### config.mk
export PLATFORM = sky130hd
export DESIGN_NAME = fte_ctrl
export DESIGN_NICKNAME = d
export VERILOG_FILES = /design/src/design/fat_table_entry_engine_defines.svh /design/src/design/fte_pkg.sv /design/src/design/fte_ctrl.sv
export SDC_FILE = /design/constraint.sdc
export NUM_CORES = 1
export LEC_CHECK = 0
export ABC_AREA = 1
export BUFFER_PORTS_ARGS = -buffer_cell sky130_fd_sc_hd__buf_2
export CAP_MARGIN = 20
export CORE_MARGIN = 5
export CORE_UTILIZATION = 56
export DETAILED_ROUTE_END_ITERATION = 12
export PLACE_DENSITY = 0.84
export SETUP_SLACK_MARGIN = 0.05
export SYNTH_ARGS = -nofsm -noshare
export SYNTH_HDL_FRONTEND = slang
export SYNTH_SLANG_ARGS = --single-unit
### constraint.sdc
create_clock -name clk_i -period 2.9 [get_ports clk_i]
set_clock_uncertainty 0.1 [all_clocks]
set_input_delay 0.29 -clock clk_i [delete_from_list [all_inputs] [get_ports clk_i]]
set_output_delay 0.29 -clock clk_i [all_outputs]
set_load 0.03 [all_outputs]
### src/design/fat_table_entry_engine_defines.svh
`ifndef FAT_TABLE_ENTRY_ENGINE_DEFINES_SVH
`define FAT_TABLE_ENTRY_ENGINE_DEFINES_SVH

// same-cycle check, quiet during reset
`define FTE_ASSERT(lbl, prop, msg) \
  lbl: assert property (@(posedge clk_i) disable iff (!rst_ni) prop) \
    else $error(msg);

// next-cycle check, quiet during reset
`define FTE_ASSERT_NEXT(lbl, ante, cons, msg) \
  lbl: assert property (@(posedge clk_i) disable iff (!rst_ni) (ante) |=> (cons)) \
    else $error(msg);

`endif

### src/design/fte_pkg.sv
package fte_pkg;

  localparam int unsigned TableBytesDef = 16384;

  localparam logic [27:0] Eoc        = 28'h0FFFFFFF;
  localparam logic [27:0] BadMark    = 28'h0FFFFFF7;
  localparam logic [27:0] Fat32EocLo = 28'h0FFFFFF8;
  localparam logic [11:0] Fat12EocLo = 12'hFF8;
  localparam logic [15:0] Fat16EocLo = 16'hFFF8;

  localparam logic [1:0] KindFat12 = 2'd0;
  localparam logic [1:0] KindFat16 = 2'd1;
  localparam logic [1:0] KindFat32 = 2'd2;

  localparam logic CfgTableKind    = 1'b0;
  localparam logic CfgClusterTotal = 1'b1;

  typedef enum logic [1:0] {
    CMD_READ  = 2'd0,
    CMD_WRITE = 2'd1,
    CMD_ALLOC = 2'd2,
    CMD_FREE  = 2'd3
  } cmd_e;

  typedef enum logic [1:0] {
    ST_OK    = 2'd0,
    ST_RANGE = 2'd1,
    ST_FULL  = 2'd2,
    ST_CHAIN = 2'd3
  } status_e;

  typedef enum logic [3:0] {
    DP_NOP,
    DP_CLEAR,
    DP_LOAD,
    DP_START_SCAN,
    DP_WRAP,
    DP_NEXT,
    DP_RD_ADDR,
    DP_RD_DATA,
    DP_WR_BYTE,
    DP_TAKE,
    DP_LINK,
    DP_FREE_STEP,
    DP_RESULT
  } dp_cmd_e;

  typedef enum logic [3:0] {
    S_CLEAR,
    S_IDLE,
    S_CHECK,
    S_SCAN,
    S_WALK,
    S_RD_ADDR,
    S_RD_DATA,
    S_EVAL,
    S_WR,
    S_POST,
    S_DONE
  } ctrl_state_e;

  typedef struct packed {
    dp_cmd_e cmd;
    status_e st;
  } ctrl_t;

  typedef struct packed {
    cmd_e op;
    logic clr_last;
    logic in_store;
    logic k_last;
    logic norm_zero;
    logic scan_wrap;
    logic scan_full;
    logic walk_end;
    logic steps_over;
    logic has_after;
    logic link;
    logic out_free;
  } dp_stat_t;

  // entry as seen by software, end-of-chain codes folded to one mark
  function automatic logic [27:0] entry_norm(logic [1:0] kind, logic odd, logic [31:0] w);
    logic [11:0] e12;
    logic [27:0] e;
    e12 = odd ? w[15:4] : w[11:0];
    if (kind == KindFat12) begin
      e = (e12 >= Fat12EocLo) ? Eoc : {16'd0, e12};
    end else if (kind == KindFat16) begin
      e = (w[15:0] >= Fat16EocLo) ? Eoc : {12'd0, w[15:0]};
    end else begin
      e = (w[27:0] >= Fat32EocLo) ? Eoc : w[27:0];
    end
    return e;
  endfunction

  // new raw word, neighbor nibble or reserved bits kept
  function automatic logic [31:0] entry_merge(logic [1:0] kind, logic odd, logic [31:0] w,
                                              logic [27:0] v);
    logic [31:0] r;
    if (kind == KindFat12) begin
      r = odd ? {16'd0, v[11:0], w[3:0]} : {16'd0, w[15:12], v[11:0]};
    end else if (kind == KindFat16) begin
      r = {16'd0, v[15:0]};
    end else begin
      r = {w[31:28], v};
    end
    return r;
  endfunction

endpackage

### src/design/fte_ctrl.sv
module fte_ctrl import fte_pkg::*; (
  input  logic     clk_i,
  input  logic     rst_ni,
  input  logic     in_valid_i,
  output logic     in_stall_o,
  input  dp_stat_t stat_i,
  output ctrl_t    ctrl_o
);

  ctrl_state_e state_q, state_d;
  status_e     st_q, st_d;

  always_ff @(posedge clk_i or negedge rst_ni) begin
    if (!rst_ni) begin
      state_q <= S_CLEAR;
      st_q    <= ST_OK;
    end else begin
      state_q <= state_d;
      st_q    <= st_d;
    end
  end

  always_comb begin
    state_d    = state_q;
    st_d       = st_q;
    ctrl_o.cmd = DP_NOP;
    ctrl_o.st  = st_q;
    in_stall_o = 1'b1;
    unique case (state_q)
      S_CLEAR: begin
        ctrl_o.cmd = DP_CLEAR;
        if (stat_i.clr_last) state_d = S_IDLE;
      end
      S_IDLE: begin
        in_stall_o = 1'b0;
        if (in_valid_i) begin
          ctrl_o.cmd = DP_LOAD;
          state_d    = S_CHECK;
        end
      end
      S_CHECK: begin
        unique case (stat_i.op)
          CMD_READ, CMD_WRITE: begin
            if (!stat_i.in_store) begin
              st_d    = ST_RANGE;
              state_d = S_DONE;
            end else begin
              state_d = S_RD_ADDR;
            end
          end
          CMD_ALLOC: begin
            // link target is checked before anything is scanned
            if (stat_i.has_after && !stat_i.in_store) begin
              st_d    = ST_RANGE;
              state_d = S_DONE;
            end else begin
              ctrl_o.cmd = DP_START_SCAN;
              state_d    = S_SCAN;
            end
          end
          CMD_FREE: state_d = S_WALK;
          default: state_d = S_DONE;
        endcase
      end
      S_SCAN: begin
        priority if (stat_i.scan_wrap) begin
          ctrl_o.cmd = DP_WRAP;
        end else if (stat_i.scan_full) begin
          st_d    = ST_FULL;
          state_d = S_DONE;
        end else if (!stat_i.in_store) begin
          st_d    = ST_RANGE;
          state_d = S_DONE;
        end else begin
          state_d = S_RD_ADDR;
        end
      end
      S_WALK: begin
        priority if (stat_i.walk_end) begin
          st_d    = ST_OK;
          state_d = S_DONE;
        end else if (stat_i.steps_over) begin
          st_d    = ST_CHAIN;
          state_d = S_DONE;
        end else if (!stat_i.in_store) begin
          st_d    = ST_RANGE;
          state_d = S_DONE;
        end else begin
          state_d = S_RD_ADDR;
        end
      end
      S_RD_ADDR: begin
        ctrl_o.cmd = DP_RD_ADDR;
        state_d    = S_RD_DATA;
      end
      S_RD_DATA: begin
        ctrl_o.cmd = DP_RD_DATA;
        state_d    = stat_i.k_last ? S_EVAL : S_RD_ADDR;
      end
      S_EVAL: begin
        unique case (stat_i.op)
          CMD_READ: begin
            st_d    = ST_OK;
            state_d = S_DONE;
          end
          CMD_WRITE: state_d = S_WR;
          CMD_ALLOC: begin
            priority if (stat_i.link) begin
              state_d = S_WR;
            end else if (stat_i.norm_zero) begin
              ctrl_o.cmd = DP_TAKE;
              state_d    = S_WR;
            end else begin
              ctrl_o.cmd = DP_NEXT;
              state_d    = S_SCAN;
            end
          end
          CMD_FREE: begin
            if (stat_i.norm_zero) begin
              st_d    = ST_CHAIN;
              state_d = S_DONE;
            end else begin
              state_d = S_WR;
            end
          end
          default: state_d = S_DONE;
        endcase
      end
      S_WR: begin
        ctrl_o.cmd = DP_WR_BYTE;
        if (stat_i.k_last) state_d = S_POST;
      end
      S_POST: begin
        unique case (stat_i.op)
          CMD_ALLOC: begin
            if (!stat_i.link && stat_i.has_after) begin
              ctrl_o.cmd = DP_LINK;
              state_d    = S_RD_ADDR;
            end else begin
              st_d    = ST_OK;
              state_d = S_DONE;
            end
          end
          CMD_FREE: begin
            ctrl_o.cmd = DP_FREE_STEP;
            state_d    = S_WALK;
          end
          default: begin
            st_d    = ST_OK;
            state_d = S_DONE;
          end
        endcase
      end
      S_DONE: begin
        if (stat_i.out_free) begin
          ctrl_o.cmd = DP_RESULT;
          state_d    = S_IDLE;
        end
      end
      default: state_d = S_IDLE;
    endcase
  end

endmodule

After elaboration in Yosys (flattened, before gate mapping)
Cells that the tools add are included.
{"block": "totals", "reg_bits": 6}
{"block": "classes", "eq_ne": 24, "mux": 43, "reduce_logical": 10}
{"operator": "$mux W4", "n": 18}
{"operator": "$pmux W4 S11", "n": 1}
{"operator": "$pmux W4 S10", "n": 1}
{"operator": "$mux W2", "n": 13}
{"operator": "$eq A4 B3 Y1 const B", "n": 4}
{"operator": "$pmux W4 S2", "n": 2}
{"operator": "$pmux W4 S4", "n": 1}
{"operator": "$eq A4 B4 Y1 const B", "n": 3}
{"operator": "$ne A2 B2 Y1 const B", "n": 6}
{"operator": "$pmux W2 S2", "n": 3}
{"operator": "$pmux W4 S3", "n": 1}
{"operator": "$pmux W2 S5", "n": 1}
{"operator": "$ne A3 B3 Y1 const B", "n": 3}
{"operator": "$eq A4 B2 Y1 const B", "n": 2}
{"operator": "$reduce_and A8 Y1", "n": 1}
{"operator": "$ne A3 B2 Y1 const B", "n": 2}
{"operator": "$reduce_and A5 Y1", "n": 1}
{"operator": "$reduce_bool A5 Y1", "n": 1}
{"operator": "$eq A2 B2 Y1 const B", "n": 2}
{"operator": "$eq A4 B1 Y1 const B", "n": 1}
{"operator": "$logic_not A4 Y1", "n": 1}
{"operator": "$mux W3", "n": 1}
{"operator": "$eq A2 B1 Y1 const B", "n": 1}
{"operator": "$logic_and A1 B1 Y1", "n": 2}
{"operator": "4 further kinds", "n": 5}

Depth between registers and ports, before layout
{"block": "logic_depth", "word_depth": 5, "ltp_mapped": 10, "depth_no_buf": 9}

Least setup slack after synthesis
Ideal clock, no wire load.
{"block": "synth_timing", "kind": "reg-to-output", "startpoint": "reg state_q[3]", "endpoint": "out ctrl_o[5] (netlist name)", "arrival_time_ps": 1580, "required_ps": 2510, "path_slack_ps": 930, "stages_incl_launch_ff": 6, "cell_sequence": "dfrtp_1 -> inv_2 -> nand2_1 -> nor2_1 -> nand3_1 -> o21ai_0"}
{"item": "start, declared", "line": "fte_ctrl.sv:10", "rtl": "ctrl_state_e state_q, state_d;"}
{"item": "start signal, assigned", "line": "fte_ctrl.sv:18", "rtl": "state_q <= state_d;"}
{"item": "end, declared", "line": "fte_ctrl.sv:7", "rtl": "output ctrl_t ctrl_o"}

==> results.txt <==
- In this run the power spent charging and discharging nets is 0.000630 W.
- Setup violations remaining at the end of the flow were counted as 0.
- Num ports: 23
- Setup repair after global routing left no endpoint under its margin.
- The die is 50.4 um tall.
* Status: finished, final reports clean
- Share of flip-flops with an asynchronous set or reset after synthesis: 1.00
- After clock tree synthesis, the repair step resized 0 gates.
- The Yosys step of the flow raised 0 warnings.
- 0 antenna diodes ended up in the layout.
- Power Density: 967 mW/mm2
* Crit path arrival time: 1.74 ns
- Maximum count of clock buffers along a single path: 2
- Number of cells traversed by the worst register-to-register path: 7
- The number of antenna violations at the first check in global routing came to 0.
- Share of total power in sequential cells: 0.170
- Remaining max-slew budget at the tightest pin: 0.752
* Core area: 0.00152 mm2
- Hpwl dp: 2400 um
* Hold Crit Class: input port to asynchronous set/reset pin
- Averaged over all synthesized cells, the footprint is 4.90 um2.
- The detailed router finished its first iteration with 61 violations.
- In this run the number of H-tree levels came out at 1.
- Floorplan die area: 0.00254 mm2
* GRT Resource Usage Total: 0.240
- Static power due to leakage: 0.684 nW
- Of the total power, the share spent switching nets is 0.608.
* Rows: 14
- Effective utilization at floorplan: 0.599
* Total number of nets in the final design: 229
* Critical path class: flip-flop to primary output
- In this run the post-CTS setup repair buffer count came out at 0.
- After detailed routing, the average wire length per cell comes to 12.7 um.
- At the pin with the least slew margin, the transition time is 0.371 ns.
* Pins over their slew limit: 0
- The worst setup path is captured at a primary output.
- The routed layout has 1268 vias.
- In this run the worst path has a maximum fanout of 6.
* Clock insertion delay at the later pin of the skew report: 0.25 ns
- Sequential fraction of the synthesis area: 0.165
* Sort of element at the start of the critical path: flip-flop
- The mapped netlist covers 912 um2.
- Entering global routing, the biggest net connects 9 pins.
- Among all flip-flop cells after synthesis, the most frequent one is sky130_fd_sc_hd__dfrtp_1.
* Post-route ant nets: 0
* Data required time of the critical path: 2.51 ns
- Count of flip-flops with a built-in enable after synthesis: 0
* Internal portion of total power: 0.000405 W
- Number of sinks driven by the clock tree: 6
- Clock-pin transition on the worst setup and hold timing paths: 0.05 ns
* Via count of the first global-routing pass: 1153
- The share of total power dissipated in the clock network is 0.075.
* Die Wd: 50.4 um
* Peak ir drop on the vdd network: 0.000532 V
- Max-cap violations in this run came to 0.
- The final number of hold-violating endpoints came to 0.
- The first global-routing pass estimated 4800 um of wire.
- Period utilization: 0.736
* IO buf count: 22
- In the final layout, the share of cells above drive strength 1 is 0.175.
- The first TritonRoute pass finished after 5 iterations.
* Nets in the synthesized netlist: 202
- Summed over all layers, the routed wires come to 2880 um.
- For this run, design rule violations remaining after detail routing come to 0.
- TritonCTS built the clock tree.
- The smallest clock period supported by the final layout is computed as 2.13 ns.
- Clock buffer count from CTS: 3
- Final Power: 0.00103 W
* Remaining global-route overflow: 0
- Post-synth cell types: 18
* Post-route setup TNS: 0 ns
* Hold slack final: 0.304 ns
* Yosys reg bits: 6
* Vias per cell: 5.59
- Maximum operating frequency: 468 MHz
* Post-synthesis cell count: 186
- Global placement routability congestion: 0.981
- Post-synthesis to final-layout area growth: 17.3%
- Buffers inserted to repair hold after CTS numbered 1.
- Combinational Power Share: 0.755
* Clk root buf: sky130_fd_sc_hd__clkbuf_4
cell families after synthesis:
group / synth area share
AO/OA/AOI/OAI: 0.0892
AND/OR/NAND/NOR: 0.621
flip-flops: 0.165
buffers and inverters: 0.125
stage by stage:
step                       util  worst slack, ns  cells  instance area (um2)
after global routing      0.702            0.587    227                 1070
after global placement    0.681             1.05    223                 1040
after floorplan               -            0.930    186                  912
after detailed placement  0.681             1.07    223                 1040
final                     0.702            0.765    227                 1070
after CTS                 0.702            0.790    227                 1070
cell usage after synthesis (2+ instances only):
cell / count / area (um2)
sky130_fd_sc_hd__dfrtp_1: 6 / 150
sky130_fd_sc_hd__o21ai_2: 2 / 17.5
sky130_fd_sc_hd__nand2_1: 68 / 255
sky130_fd_sc_hd__o21ai_0: 5 / 25.0
sky130_fd_sc_hd__nor2_1: 37 / 139
sky130_fd_sc_hd__inv_2: 4 / 15.0
sky130_fd_sc_hd__o21ai_1: 2 / 10.0
sky130_fd_sc_hd__inv_1: 25 / 93.8
sky130_fd_sc_hd__nor2_2: 4 / 25.0
sky130_fd_sc_hd__nand3_1: 24 / 120
sky130_fd_sc_hd__o211ai_1: 2 / 15.0
worst max-delay path, stage by stage (launching register included):
cell and delay [ns]:
sky130_fd_sc_hd__dfrtp_1 0.45, sky130_fd_sc_hd__inv_2 0.13, sky130_fd_sc_hd__nand2_1 0.07, sky130_fd_sc_hd__nor2_1 0.30, sky130_fd_sc_hd__nand3_1 0.16, sky130_fd_sc_hd__o21ai_0 0.16, sky130_fd_sc_hd__buf_2 0.22
final timing paths:
| check | from | to | slack, ns |
|---|---|---|---|
| worst min-delay path | rst_ni | state_q[1]$_DFFE_PN0P_ | 0.30 |
| worst max-delay path | state_q[3]$_DFFE_PN0P_ | ctrl_o[5] | 0.77 |
| min in group clk_i | stat_i[0] | state_q[1]$_DFFE_PN0P_ | 0.33 |
| max in group asynchronous | rst_ni | st_q[1]$_DFFE_PN0P_ | 2.24 |
| worst min register to register | st_q[0]$_DFFE_PN0P_ | st_q[0]$_DFFE_PN0P_ | 0.42 |
| worst max register to register | state_q[3]$_DFFE_PN0P_ | state_q[0]$_DFFE_PN0P_ | 1.19 |
power groups by stage:
stage / logic, W / registers (W) / clock network [W]
2_1_floorplan: 0.000549 / 0.000191 / 0
3_3_place_gp: 0.000757 / 0.000173 / 0
3_5_place_dp: 0.000764 / 0.000176 / 0
4_1_cts: 0.000771 / 0.000175 / 0.0000792
5_1_grt: 0.000861 / 0.000181 / 0.0000873
6_report: 0.000781 / 0.000176 / 0.0000776
routing by layer:
metal / global-route usage / wire length, um / part of all wire
met1: 0.301 / 1170 / 0.41
met2: 0.397 / 1370 / 0.48
met3: 0.0444 / 274 / 0.095
met4: 0.106 / 64 / 0.022
met5: 0 / 0 / 0
cell type report:
cell class	instances	area [um2]
clock buffer	3	22.5
fill	157	454
inverter	29	109
multi-input combinational	150	648
sequential	6	150
tap	16	20.0
timing repair buffer	23	120
state kept, by name (all words and copies together) (netlist names):
register,cells
st_q,2
state_q,4
cells in the final DEF (no fill, tap or decap), drive strengths merged:
| cell type | n |
|---|---|
| o21ai | 9 |
| nand4 | 1 |
| nor2 | 41 |
| nand3 | 24 |
| o211ai | 2 |
| inv | 29 |
| nand2 | 69 |
| clkbuf | 3 |
| nor3 | 2 |
| a21oi | 1 |
| o2111ai | 1 |
| buf | 22 |
| dfrtp | 6 |
| dlygate4sd3 | 1 |
Note: power is estimated with default switching activity, not from simulation.
